**config.mk**
```make
export PLATFORM = sky130hd
export DESIGN_NAME = fbfla_front
export DESIGN_NICKNAME = d
export VERILOG_FILES = /design/src/rtl/core/fbfla_pkg.sv /design/src/rtl/core/fbfla_front.sv
export SDC_FILE = /design/constraint.sdc
export NUM_CORES = 1
export LEC_CHECK = 0
export BUFFER_PORTS_ARGS = -buffer_cell sky130_fd_sc_hd__buf_2
export CORE_MARGIN = 1
export CORE_UTILIZATION = 47
export DETAILED_ROUTE_END_ITERATION = 10
export GPL_ROUTABILITY_DRIVEN = 1
export PLACE_DENSITY = 0.87
export SETUP_SLACK_MARGIN = 0.3
export SLEW_MARGIN = 20
export SYNTH_ARGS = -nofsm -noshare
export SYNTH_HDL_FRONTEND = slang
export SYNTH_SLANG_ARGS = --single-unit
```
**constraint.sdc**
```tcl
create_clock -name vclk -period 6
set_input_delay 1.2 -clock vclk [all_inputs]
set_output_delay 1.2 -clock vclk [all_outputs]
set_load 0.05 [all_outputs]
```
**src/rtl/core/fbfla_pkg.sv**
```systemverilog
// Shared types and constants of the fixed-size block free-list allocator.
`default_nettype none

package fbfla_pkg;

    localparam int BLOCK_COUNT = 1024;
    // power of two: address to index is a shift
    localparam int BLOCK_BYTES = 4096;
    localparam int BYTE_SHIFT  = $clog2(BLOCK_BYTES);
    localparam int IDX_W       = $clog2(BLOCK_COUNT);
    localparam int LINK_W      = $clog2(BLOCK_COUNT + 1);
    localparam int ADDR_W      = 32;
    localparam int SIZE_W      = 32;
    localparam int GRANT_IDX_W = 10;
    localparam int STATUS_W    = 2;

    localparam logic [LINK_W-1:0] EMPTY_CODE = LINK_W'(BLOCK_COUNT);

    localparam logic FUNC_ALLOC = 1'b0;
    localparam logic FUNC_FREE  = 1'b1;

    localparam logic [STATUS_W-1:0] STATUS_OK      = 2'd0;
    localparam logic [STATUS_W-1:0] STATUS_EMPTY   = 2'd1;
    localparam logic [STATUS_W-1:0] STATUS_TOO_BIG = 2'd2;
    localparam logic [STATUS_W-1:0] STATUS_OUTSIDE = 2'd3;

    typedef enum logic [1:0] {
        CMD_ALLOC,
        CMD_ALLOC_BIG,
        CMD_FREE,
        CMD_FREE_BAD
    } cmd_kind_t;

    typedef enum logic [1:0] {
        ST_INIT,
        ST_IDLE,
        ST_READ
    } back_state_t;

    typedef struct packed {
        logic              func;
        logic [SIZE_W-1:0] request_size;
        logic [ADDR_W-1:0] release_address;
    } request_t;

    typedef struct packed {
        logic [STATUS_W-1:0]    status;
        logic [ADDR_W-1:0]      grant_address;
        logic [GRANT_IDX_W-1:0] grant_index;
    } result_t;

    typedef struct packed {
        cmd_kind_t        kind;
        logic [IDX_W-1:0] blk;
    } cmd_t;

endpackage

`default_nettype wire

```
**src/rtl/core/fbfla_front.sv**
```systemverilog
// Front end: decodes a request and maps a release address to a block index.
`default_nettype none

module fbfla_front (
    input  fbfla_pkg::request_t           request,
    input  logic [fbfla_pkg::ADDR_W-1:0]  pool_base,
    output fbfla_pkg::cmd_t               cmd
);

    logic [fbfla_pkg::ADDR_W-1:0] offset;
    logic [fbfla_pkg::ADDR_W-1:0] blk_wide;
    logic                         too_big;
    logic                         outside;

    assign offset   = request.release_address - pool_base;
    assign blk_wide = offset >> fbfla_pkg::BYTE_SHIFT;
    assign too_big  = request.request_size > fbfla_pkg::SIZE_W'(fbfla_pkg::BLOCK_BYTES);
    assign outside  = blk_wide >= fbfla_pkg::ADDR_W'(fbfla_pkg::BLOCK_COUNT);

    always_comb
    begin
        cmd.blk = blk_wide[fbfla_pkg::IDX_W-1:0];
        if (request.func == fbfla_pkg::FUNC_FREE)
        begin
            cmd.kind = outside ? fbfla_pkg::CMD_FREE_BAD : fbfla_pkg::CMD_FREE;
        end
        else
        begin
            cmd.kind = too_big ? fbfla_pkg::CMD_ALLOC_BIG : fbfla_pkg::CMD_ALLOC;
        end
    end

endmodule

`default_nettype wire

```
# ---- Yosys cells after proc, flatten, opt, wreduce, memory -nomap -nowiden
# Cells that the tools add are included.
dict set report classes {
  addsub 1
  order_cmp 2
  n_mux 3
}
# operator n
set ops {}
lappend ops {{$gt A32 B13 Y1 const B} 1}
lappend ops {{$sub A32 B32 Y32} 1}
lappend ops {{$ge A20 B11 Y1 const B} 1}
lappend ops {{$mux W1} 2}
lappend ops {{$mux W2} 1}
dict set report word_totals {
  out_inout_bits 12
  ff_bits 0
  word_cells 6
}

# ---- Logic depth before layout (Yosys ltp)
dict set report logic_depth {
  ltp_word 4
  mapped_depth 11
  mapped_depth_nobuf 10
}

# ---- Worst setup path before layout
# OpenSTA, ideal clock, no wires.
dict set report synth_timing {
  path_kind {input to output}
  startpoint {input port pool_base[13] in the netlist's numbering}
  endpoint {output port cmd[8] in the netlist's numbering}
  path_stages 11
  arrival_ps 3600
  setup_slack_ps 1200
  path_cell_list {inv_1 -> ha_1 -> nand4_1 -> nor2_1 -> inv_1 -> o311ai_2 -> buf_6 -> a21oi_1 -> o21ai_0 -> a21oi_1 -> xnor2_1}
}
# element line
set synth_rtl {}
lappend synth_rtl {{start, declared} fbfla_front.sv:6} ;# input logic [fbfla_pkg::ADDR_W-1:0] pool_base,
lappend synth_rtl {{end, declared} fbfla_front.sv:7} ;# output fbfla_pkg::cmd_t cmd

==> summary.md <==
| Metric | Value |
|---|---|
| Mapped Area | 0.001554 mm² |
| Critical path required time | 4.80 ns |
| Critical Path End Type | primary output |
| CP delay by family, top | compound AO/OA/AOI/OAI gates |
| Pwr per Cell Area | 115.3 mW/mm² |
| CLK BUF | 0 |
| Iteration-0 DRC Markers | 53 |
| Seq cells | 0 |
| Top post-synthesis cells by area | ha_1 24%, a21oi_1 9.0%, inv_1 8.5%, o21ai_0 5.8%, xnor2_1 3.9% |
| Slew margin rel. | 48.14% |
| Initial antenna violation count | 0 |
| WL per Instance | 10.98 µm |
| Core ar. | 0.003103 mm² |
| Die width | 59.50 µm |
| Number of port buffers | 109 |
| Crit path time final | 5.129 ns |
| Top-area cell type share of the netlist area | 24.15% |
| Total Nets Final | 470 |
| Top cells by count, synth | 35 x inv_1, 30 x ha_1, 28 x a21oi_1, 18 x o21ai_0, 16 x nor2_1 |
| Synth cell types | 47 |
| Worst-margin pin slew | 0.7767 ns |
| Most instantiated library cell after synthesis | inv_1 |
| CP dominant cell by count | buf_2 |
| Tot Pwr | 244.4 µW |
| Vias in the first global route | 1,775 |
| Number of antenna-violating nets in the routed design | 0 |
| Outcome | finished clean |
| Fillers | 321 |
| Synth warn | 0 |
| Placed Instances | 385 |
| Hold_buf cts | 0 |
| Post-synthesis cell count | 238 |
| Worst Path Arrival | 3.93 ns |
| RD Place Congestion | 0.8817 |
| Initial Utilization | 50.08% |
| Crit path max fanout | 11 |
| Diode count | 0 |
| DRC Markers | 0 |
| Synthesized area per cell | 6.529 µm² |
| Critical path cell sequence | buf_2 > ha_1 > nand4_1 > nor2_1 > inv_1 > o311ai_2 > a221oi_1 > or3_1 > a32oi_1 > a41oi_2 > buf_2 |
| Largest net degree at the start of global routing | 12 |
| Layout area overhead | 36.39% |
| Routed vias/inst | 5.374 |
| CP startpoint kind | primary input |
| Largest area contributor in the netlist | ha_1 |
| First-pass iteration count of the detailed router | 4 |
| Floorplan row count | 20 |
| Total grt overflow | 0 |
| Hold Path Class | primary input to primary output |
| Final setup vio count | 0 |
| Critical path startpoint | request[13] |
| Crit path largest cell delay | 0.71 ns |
| RSZ-0062 raised after global routing | no |
| Max Fclk | 0.1950 GHz |
| Non-filler cells, final | 385 |
| Peak VDD IR | 94.49 µV |
| DP Wirelength | 3.720 mm |
| Crit Path Category | primary input to primary output |
| PostCTS Resize Cnt | 0 |
| Setup TNS | 0 ns |
| Fin crit share | 85.48% |
| Share of layout cells above drive strength 1 | 34.60% |
| Post-synthesis sequential area ratio | 0% |
| IO Pins | 109 |
| Slowest CP cell | o311ai_2 |
| Fin. Hold Viols | 0 |
| Buf+Inv Stages, Crit Path | 3 |
| First-pass GRT wire length | 6.941 mm |
| Final Max Slew Viols | 0 |
| Sequential cell area | 0 µm² |
| Syn_nets | 365 |
| Chip height | 59.50 µm |
| Global-route usage over all layers | 23.93% |
| Max-Cap Viols | 0 |
| Die area | 0.003540 mm² |
| Lkg Pwr | 1.154 nW |
| Routed vias | 2,069 |
| Final WL | 4.229 mm |
| Post-CTS setup buffer count | 0 |
| Worst hold start | request[64] |
routing by layer:
metal	vias up	routed length (µm)	share of wire, %	GRT usage [%]
li1	1082	-	-	-
met1	897	1805	43	29.61
met2	90	2056	49	47.83
met3	0	367	8.7	0.8734
met4	0	0	0	0
met5	-	0	0	0
cell usage in the layout, fill, tap and decap left out, drive strengths merged, types with 3 or more instances in the layout:
cell / instances
buf: 109
inv: 35
ha: 30
a21oi: 29
o21ai: 19
nor2: 17
nand2: 12
nand3: 12
nor4: 9
xnor2: 7
a21o: 7
a211oi: 7
xor2: 5
or2: 4
nand4: 3
a31oi: 3
nor3: 3
kinds of logic (layout without fill, tap and decap cells):
| group | count (synthesis) | after routing | share of synthesized area, % |
|---|---|---|---|
| AOI/OAI and AO/OA | 83 | 83 | 34.46 |
| xor gates and xnor gates | 12 | 12 | 6.763 |
| adders and majority gates | 30 | 30 | 24.15 |
| buffers and inverters | 41 | 144 | 10.71 |
| muxes | 1 | 1 | 0.6441 |
| and+or+nand+nor | 71 | 71 | 23.27 |
worst paths after layout:
kind / end / slack (ns) / depth (start not counted)
setup / recovery: cmd[10] / 0.87 / 11
hold / removal: cmd[11] / 2.72 / 2
stage by stage:
stage	worst slack [ns]	instance area, µm²	hold WS (ns)	util, %
finish	0.8711	2120	2.721	68.31
CTS	0.8979	2120	2.722	68.31
floorplan	1.200	1554	2.567	-
global route	0.6836	2120	2.733	68.31
global placement	1.012	2120	2.715	68.31
detailed placement	0.9123	2120	2.724	68.31
where the power goes:
| group | leakage, nW | internal (mW) | switching (mW) |
|---|---|---|---|
| Sequential | 0 | 0 | 0 |
| Clock | 0 | 0 | 0 |
| Combinational | 1.15 | 0.0928 | 0.152 |
| Total | 1.15 | 0.0928 | 0.152 |
cell type report:
| class | instances | area, µm² | share of cell area [%] |
|---|---|---|---|
| inverter | 35 | 131.4 | 6.198 |
| multi-input combinational | 197 | 1388 | 65.47 |
| timing repair buffer | 109 | 545.5 | 25.74 |
| tap | 44 | 55.05 | 2.597 |
Power figures use the tool's default switching activity.
