File: config.mk
export PLATFORM = sky130hd
export DESIGN_NAME = fbfla_cmd_queue
export DESIGN_NICKNAME = d
export VERILOG_FILES = /design/src/rtl/core/fbfla_pkg.sv /design/src/rtl/core/fbfla_cmd_queue.sv
export SDC_FILE = /design/constraint.sdc
export NUM_CORES = 1
export LEC_CHECK = 0
export BUFFER_PORTS_ARGS = -buffer_cell sky130_fd_sc_hd__buf_4
export CAP_MARGIN = 20
export CORE_UTILIZATION = 45
export CTS_BUF_LIST = sky130_fd_sc_hd__clkbuf_2 sky130_fd_sc_hd__clkbuf_4 sky130_fd_sc_hd__clkbuf_8
export DETAILED_ROUTE_END_ITERATION = 10
export GPL_TIMING_DRIVEN = 0
export PLACE_DENSITY = 0.76
export SETUP_SLACK_MARGIN = 0.15
export SYNTH_ARGS = -nofsm -noshare
export SYNTH_HDL_FRONTEND = slang
export SYNTH_SLANG_ARGS = --single-unit
File: constraint.sdc
create_clock -name clk -period 4.7 [get_ports clk]
set_clock_uncertainty 0.15 [all_clocks]
set_input_delay 0.235 -clock clk [delete_from_list [all_inputs] [get_ports clk]]
set_output_delay 0.235 -clock clk [all_outputs]
set_load 0.02 [all_outputs]
File: src/rtl/core/fbfla_pkg.sv
// Shared types and constants of the fixed-size block free-list allocator.
`default_nettype none

package fbfla_pkg;

    localparam int BLOCK_COUNT = 1024;
    // power of two: address to index is a shift
    localparam int BLOCK_BYTES = 4096;
    localparam int BYTE_SHIFT  = $clog2(BLOCK_BYTES);
    localparam int IDX_W       = $clog2(BLOCK_COUNT);
    localparam int LINK_W      = $clog2(BLOCK_COUNT + 1);
    localparam int ADDR_W      = 32;
    localparam int SIZE_W      = 32;
    localparam int GRANT_IDX_W = 10;
    localparam int STATUS_W    = 2;

    localparam logic [LINK_W-1:0] EMPTY_CODE = LINK_W'(BLOCK_COUNT);

    localparam logic FUNC_ALLOC = 1'b0;
    localparam logic FUNC_FREE  = 1'b1;

    localparam logic [STATUS_W-1:0] STATUS_OK      = 2'd0;
    localparam logic [STATUS_W-1:0] STATUS_EMPTY   = 2'd1;
    localparam logic [STATUS_W-1:0] STATUS_TOO_BIG = 2'd2;
    localparam logic [STATUS_W-1:0] STATUS_OUTSIDE = 2'd3;

    typedef enum logic [1:0] {
        CMD_ALLOC,
        CMD_ALLOC_BIG,
        CMD_FREE,
        CMD_FREE_BAD
    } cmd_kind_t;

    typedef enum logic [1:0] {
        ST_INIT,
        ST_IDLE,
        ST_READ
    } back_state_t;

    typedef struct packed {
        logic              func;
        logic [SIZE_W-1:0] request_size;
        logic [ADDR_W-1:0] release_address;
    } request_t;

    typedef struct packed {
        logic [STATUS_W-1:0]    status;
        logic [ADDR_W-1:0]      grant_address;
        logic [GRANT_IDX_W-1:0] grant_index;
    } result_t;

    typedef struct packed {
        cmd_kind_t        kind;
        logic [IDX_W-1:0] blk;
    } cmd_t;

endpackage

`default_nettype wire

File: src/rtl/core/fbfla_cmd_queue.sv
// Two-entry queue of decoded commands between front end and back end.
`default_nettype none

module fbfla_cmd_queue (
    input  logic            clk,
    input  logic            rst_n,
    input  logic            push,
    input  fbfla_pkg::cmd_t cmd_in,
    output logic            full,
    input  logic            pop,
    output logic            valid,
    output fbfla_pkg::cmd_t cmd_out
);

    localparam int DEPTH = 2;
    localparam int PTR_W = $clog2(DEPTH);
    localparam int CNT_W = $clog2(DEPTH + 1);

    fbfla_pkg::cmd_t  entry_reg [DEPTH];
    logic [PTR_W-1:0] wr_ptr_reg, wr_ptr_next;
    logic [PTR_W-1:0] rd_ptr_reg, rd_ptr_next;
    logic [CNT_W-1:0] count_reg, count_next;
    logic             do_push;
    logic             do_pop;

    assign full    = count_reg == CNT_W'(DEPTH);
    assign valid   = count_reg != '0;
    assign cmd_out = entry_reg[rd_ptr_reg];
    assign do_push = push && !full;
    assign do_pop  = pop && valid;

    always_comb
    begin
        wr_ptr_next = do_push ? wr_ptr_reg + 1'b1 : wr_ptr_reg;
        rd_ptr_next = do_pop ? rd_ptr_reg + 1'b1 : rd_ptr_reg;
        count_next  = count_reg + CNT_W'(do_push) - CNT_W'(do_pop);
    end

    always_ff @(posedge clk or negedge rst_n)
    begin
        if (!rst_n)
        begin
            wr_ptr_reg <= '0;
            rd_ptr_reg <= '0;
            count_reg  <= '0;
        end
        else
        begin
            wr_ptr_reg <= wr_ptr_next;
            rd_ptr_reg <= rd_ptr_next;
            count_reg  <= count_next;
        end
    end

    always_ff @(posedge clk)
    begin
        if (do_push)
        begin
            entry_reg[wr_ptr_reg] <= cmd_in;
        end
    end

endmodule

`default_nettype wire

* Word-level counts from Yosys, hierarchy flattened *
Memories as Yosys holds them, arrays and structs flattened.
Index checks and enable logic that the tools add are counted.
W data, S select, Z words.

cells by class
  add/subtract/negate cells = 4
  equal/unequal tests = 1
  mux-type cells = 2
  reduce and logical (&&, ||, !) cells = 4

operators with widths
  operator               number
  $add A1 B1 Y1 const B  2
  $add A2 B1 Y2          1
  $eq A2 B2 Y1 const B   1
  $logic_and A1 B1 Y1    2
  $mux W1                2
  $reduce_bool A2 Y1     1
  $sub A2 B1 Y2          1
  $logic_not A1 Y1       1

word-level totals
  register bits = 4
  memory bits (writable) = 24
  bits of input ports = 16
  memories kept = 1

memories
  memory     depth  bits a word  rd ports  clocked after Yosys merged registers in  wr ports  RTL line               RTL
  entry_reg  2      12           1         0                                        1         fbfla_cmd_queue.sv:19  fbfla_pkg::cmd_t entry_reg [DEPTH];

* Longest topological paths before layout *
  word-level depth = 5
  depth in mapped cells = 7
  mapped depth without buffers = 7

* Least setup slack after synthesis *
Ideal clock, no wire load.

  path type = flip-flop to flip-flop
  start = register count_reg[1]
  end = register count_reg[1]
  setup time = 0.123 ns
  data arrival time = 1.539 ns
  required time = 4.427 ns
  slack = 2.889 ns
  stages on the path, launching flop included = 8
  path buffers = 0
  clock period less this slack = 1.811 ns
  cells stage by stage = dfrtp_1 -> or2_4 -> and2_4 -> ha_1 -> inv_1 -> ha_1 -> xnor2_1 -> xnor2_1

on the way
  elaborated cells on any way between the ends = 7
  classes of those cells = add/sub (2); eq/ne (1); reduce/logical (4)

RTL lines
  element                   RTL line               RTL
  start: declaration        fbfla_cmd_queue.sv:22  logic [CNT_W-1:0] count_reg, count_next;
  start signal: assignment  fbfla_cmd_queue.sv:51  count_reg <= count_next;
  $reduce_bool A2 Y1        fbfla_cmd_queue.sv:27  assign valid = count_reg != '0;
  net valid                 fbfla_cmd_queue.sv:11  output logic valid,
  $logic_and A1 B1 Y1       fbfla_cmd_queue.sv:30  assign do_pop = pop && valid;
  net do_pop                fbfla_cmd_queue.sv:24  logic do_pop;
  $sub A2 B1 Y2             fbfla_cmd_queue.sv:36  count_next = count_reg + CNT_W'(do_push) - CNT_W'(do_pop);
  net count_next[1]         fbfla_cmd_queue.sv:22

The timed path passes the listed nets, and every way through them passes these cells.
A chain may end at the register's enable or synchronous reset.

* Final worst setup path *
  start = register count_reg[1]
  end = memory entry_reg[0][2] (netlist bit), enable pin

on the way
  word-level cells in the longest chain between the ends = 5

RTL lines
  element                        RTL line               RTL
  $eq A2 B2 Y1                   fbfla_cmd_queue.sv:26  assign full = count_reg == CNT_W'(DEPTH);
  $logic_not A1 Y1               fbfla_cmd_queue.sv:29  assign do_push = push && !full;
  $logic_and A1 B1 Y1            fbfla_cmd_queue.sv:29
  $mux W1                        fbfla_cmd_queue.sv:57  if (do_push)
  $mux W1 (implied by the code)  fbfla_cmd_queue.sv:59  entry_reg[wr_ptr_reg] <= cmd_in;
  end: declaration               fbfla_cmd_queue.sv:19

No other way between the ends.

==> flow_summary_export.csv <==
group,metric,value,unit
run_status,status,"completed",
floorplanning,floorplan.rows,17,
synth,ys_ff_latch,28,
clock_network,numCtsBuffers,3,
sta,layout_worst_path_cycle_share,0.4161,
route,route.detailed.wl_per_inst,11.72,um
sta,tightest_slew,1.014,ns
sta,slew-limit-headroom,0.3215,
pwr,p_per_area,558.0,mW/mm2
synth,post_synth_main_area_contributors,"sky130_fd_sc_hd__edfxtp_1 67%, sky130_fd_sc_hd__mux2_2 13%, sky130_fd_sc_hd__dfrtp_1 9.4%",
clock_network,htree_num_levels,1,
final_layout,fraction_of_layout_cells_with_a_size_suffix_above_1,0.4752,
worst_hold_path,depth_of_the_worst_hold_timing_path,3,
clock_network,cts_num_sinks,28,
sta,number_of_slew_limit_violations_in_the_final_report,0,
pwr,fin_total_pwr,0.8301,mW
setup_path,timing.setup.critical_path_class,"register to register",
sta,finalHoldViolCount,0,
sta,achievable-frequency,511.4,MHz
floorplanning,horizontal_die_dimension,50.73,um
setup_path,worst_r2r_path_depth,3,
clock_network,max-clock-path-buffers,2,
clock_network,tritoncts,"yes",
final_layout,diodes,0,
pwr,irDropWorstVdd,0.3182,mV
sta,final_critical_path_setup_slack,2.745,ns
global_route,gr-total-overflow,0,
global_route,track_usage,0.1346,
floorplanning,die_h,50.73,um
final_layout,area_occupied_by_multi_input_gates,232.7,um2
route,dr.pass1.iters,4,
setup_path,cp_top_family,"simple AND/OR/NAND/NOR gates",
floorplanning,core_region_area,0.002233,mm2
sta,hold_ws,0.05749,ns
setup_path,critPathBufInv,0,
route,ant_nets,0,
floorplanning,starting_density_of_the_core,0.4784,
floorplanning,dieArea,0.002574,mm2
synth,synth-seq-area-share,0.7681,
flow_run,drv_cap,0,
floorplanning,io_pins,30,
placed_design,dpl_worst_slack,2.738,ns
synth,synthesis.nets,73,
setup_path,crit_fanout,12,
synth,syn_area_per_cell,19.43,um2
sta,rsz0062_at_grt,"no",
setup_path,cell_breakdown_of_the_critical_path,"nand2b_1 -> nand2_1 -> nor2_1",
global_route,first_pass_grt_wire_length,2.525,mm
final_layout,layout.nets,120,
synth,synth.distinct_cells,14,
pwr,p_leak,0.5963,nW
global_route,grt_antenna_before_repair,0,
synth,netlist.top_cell.by_area,"sky130_fd_sc_hd__edfxtp_1",
clock_network,cts_root_buffer,"sky130_fd_sc_hd__clkbuf_4",
sta,setup_viol,0,
clock_network,cts_resized,0,
placed_design,post_dp_cell_area,0.001321,mm2
route,routed-via-count,611,
setup_path,cpMaxStageDelayCell,"sky130_fd_sc_hd__nor2_1",
final_layout,finalNonFillerCells,129,
clock_network,reg_clk_slew_reported_paths,0.14,ns
setup_path,worstSetupStartpointType,"register",
placed_design,port_buffers,29,
route,route.detailed.drc,0,
synth,post_synth_instance_area,0.001069,mm2
route,routed_wl,1.512,mm
setup_path,cp_data_required_time,4.49,ns
clock_network,worstSkewPairLatency,0.31,ns
global_route,grt_max_degree,16,
setup_path,worst-endpoint-arrival,1.75,ns
synth,syn_inst,55,
placed_design,post-dp-hpwl,972.5,um
worst_hold_path,hp-class,"primary input to register",
synth,yosysTopAreaCellShare,0.6745,
placed_design,gpl.final_weighted_congestion,0.7080,
global_route,via_count_of_the_first_global_routing_pass,584,
setup_path,cp_slowest_stage_delay,0.78,ns
final_layout,post-route-util,0.6661,
final_layout,largest_register_ffs,24,
final_layout,final_area,0.001488,mm2
final_layout,fillerInstances,166,
sta,timing.setup.tns,0,ns
placed_design,dp_cells,112,
synth,yosys_warnings,0,
final_layout,ff_latch_area,820.8,um2
sta,finalCriticalPeriod,1.955,ns
route,vias_per_cell,4.736,
setup_path,cp.depth,3,
route,drt_iter0_drc,5,
setup_path,cp-end-kind,"register",
final_layout,signed_area_change_from_the_synthesized_netlist_to_the_final_layout,39.23,%
[repair_timing]
item,CTS,global route
setup buffers,0,0
endpoints found under the hold margin,28,0
hold buffers,13,0
[layout make-up]
class	count	area share
timing repair buffer	42	0.2338
buffer	1	0.005046
clock buffer	4	0.02439
sequential	28	0.5517
tap	28	0.02355
inverter	2	0.005046
multi-input combinational	24	0.1564
[kinds of logic after synthesis]
| kind of cell | share of synthesized area |
|---|---|
| and+or+nand+nor | 0.03513 |
| DFF | 0.7682 |
| muxes | 0.1265 |
| xor gates and xnor gates | 0.03279 |
| buffers and inverters | 0.01406 |
| adders and majority gates | 0.02342 |
[layer usage]
layer | vias up | wire length (um) | global-route usage | part of all wire
met3 | 4 | 82 | 0.03939 | 0.054
met4 | 0 | 36 | 0.04630 | 0.024
met1 | 292 | 607 | 0.1602 | 0.40
met2 | 19 | 787 | 0.2311 | 0.52
met5 | - | 0 | 0 | 0
li1 | 296 | - | - | -
[Yosys cell counts]
master,n
sky130_fd_sc_hd__edfxtp_1,24
sky130_fd_sc_hd__mux2_2,12
sky130_fd_sc_hd__dfrtp_1,4
sky130_fd_sc_hd__xnor2_1,3
sky130_fd_sc_hd__and2_4,1
sky130_fd_sc_hd__nand2b_1,1
sky130_fd_sc_hd__inv_1,2
sky130_fd_sc_hd__xor2_1,1
sky130_fd_sc_hd__nand2_1,1
sky130_fd_sc_hd__ha_1,2
sky130_fd_sc_hd__and3_1,1
sky130_fd_sc_hd__or2_4,1
sky130_fd_sc_hd__buf_4,1
sky130_fd_sc_hd__nor2_1,1
[tightest hold or removal path: cells and delay by family]
| kind | cells | cell delay (ns) |
|---|---|---|
| buffers and inverters | 1 | 0.08 |
| AND/OR/NAND/NOR | 1 | 0.13 |
| XOR/XNOR | 1 | 0.05 |
[final timing paths]
check / start / endpoint / slack (ns)
worst max-delay path: count_reg[1]$_DFF_PN0_ / entry_reg[0][2]$_DFFE_PP_ / 2.74
worst min-delay path: pop / rd_ptr_reg$_DFFE_PN0P_ / 0.06
worst max register to register: count_reg[1]$_DFF_PN0_ / entry_reg[0][2]$_DFFE_PP_ / 2.74
worst min register to register: wr_ptr_reg$_DFFE_PN0P_ / wr_ptr_reg$_DFFE_PN0P_ / 0.35
max in group asynchronous: rst_n / wr_ptr_reg$_DFFE_PN0P_ / 4.22
min in group asynchronous: rst_n / count_reg[1]$_DFF_PN0_ / 0.08
[layout by cell type (no fill, tap or decap), drive strengths merged]
cell type    Yosys  routed
clkbuf           0       4
xnor2            3       3
dfrtp            4       4
edfxtp          24      24
xor2             1       1
ha               2       2
nor2             1       1
dlygate4sd3      0      13
buf              1      30
nand2            1       1
and3             1       1
nand2b           1       1
mux2            12      12
or2              1       1
and2             1       1
inv              2       2
[where the power goes]
group | switching [mW] | internal [mW]
clock network | 0.0617 | 0.0472
registers | 0.0258 | 0.345
logic | 0.177 | 0.173
total | 0.264 | 0.566
Power figures use the tool's default switching activity.
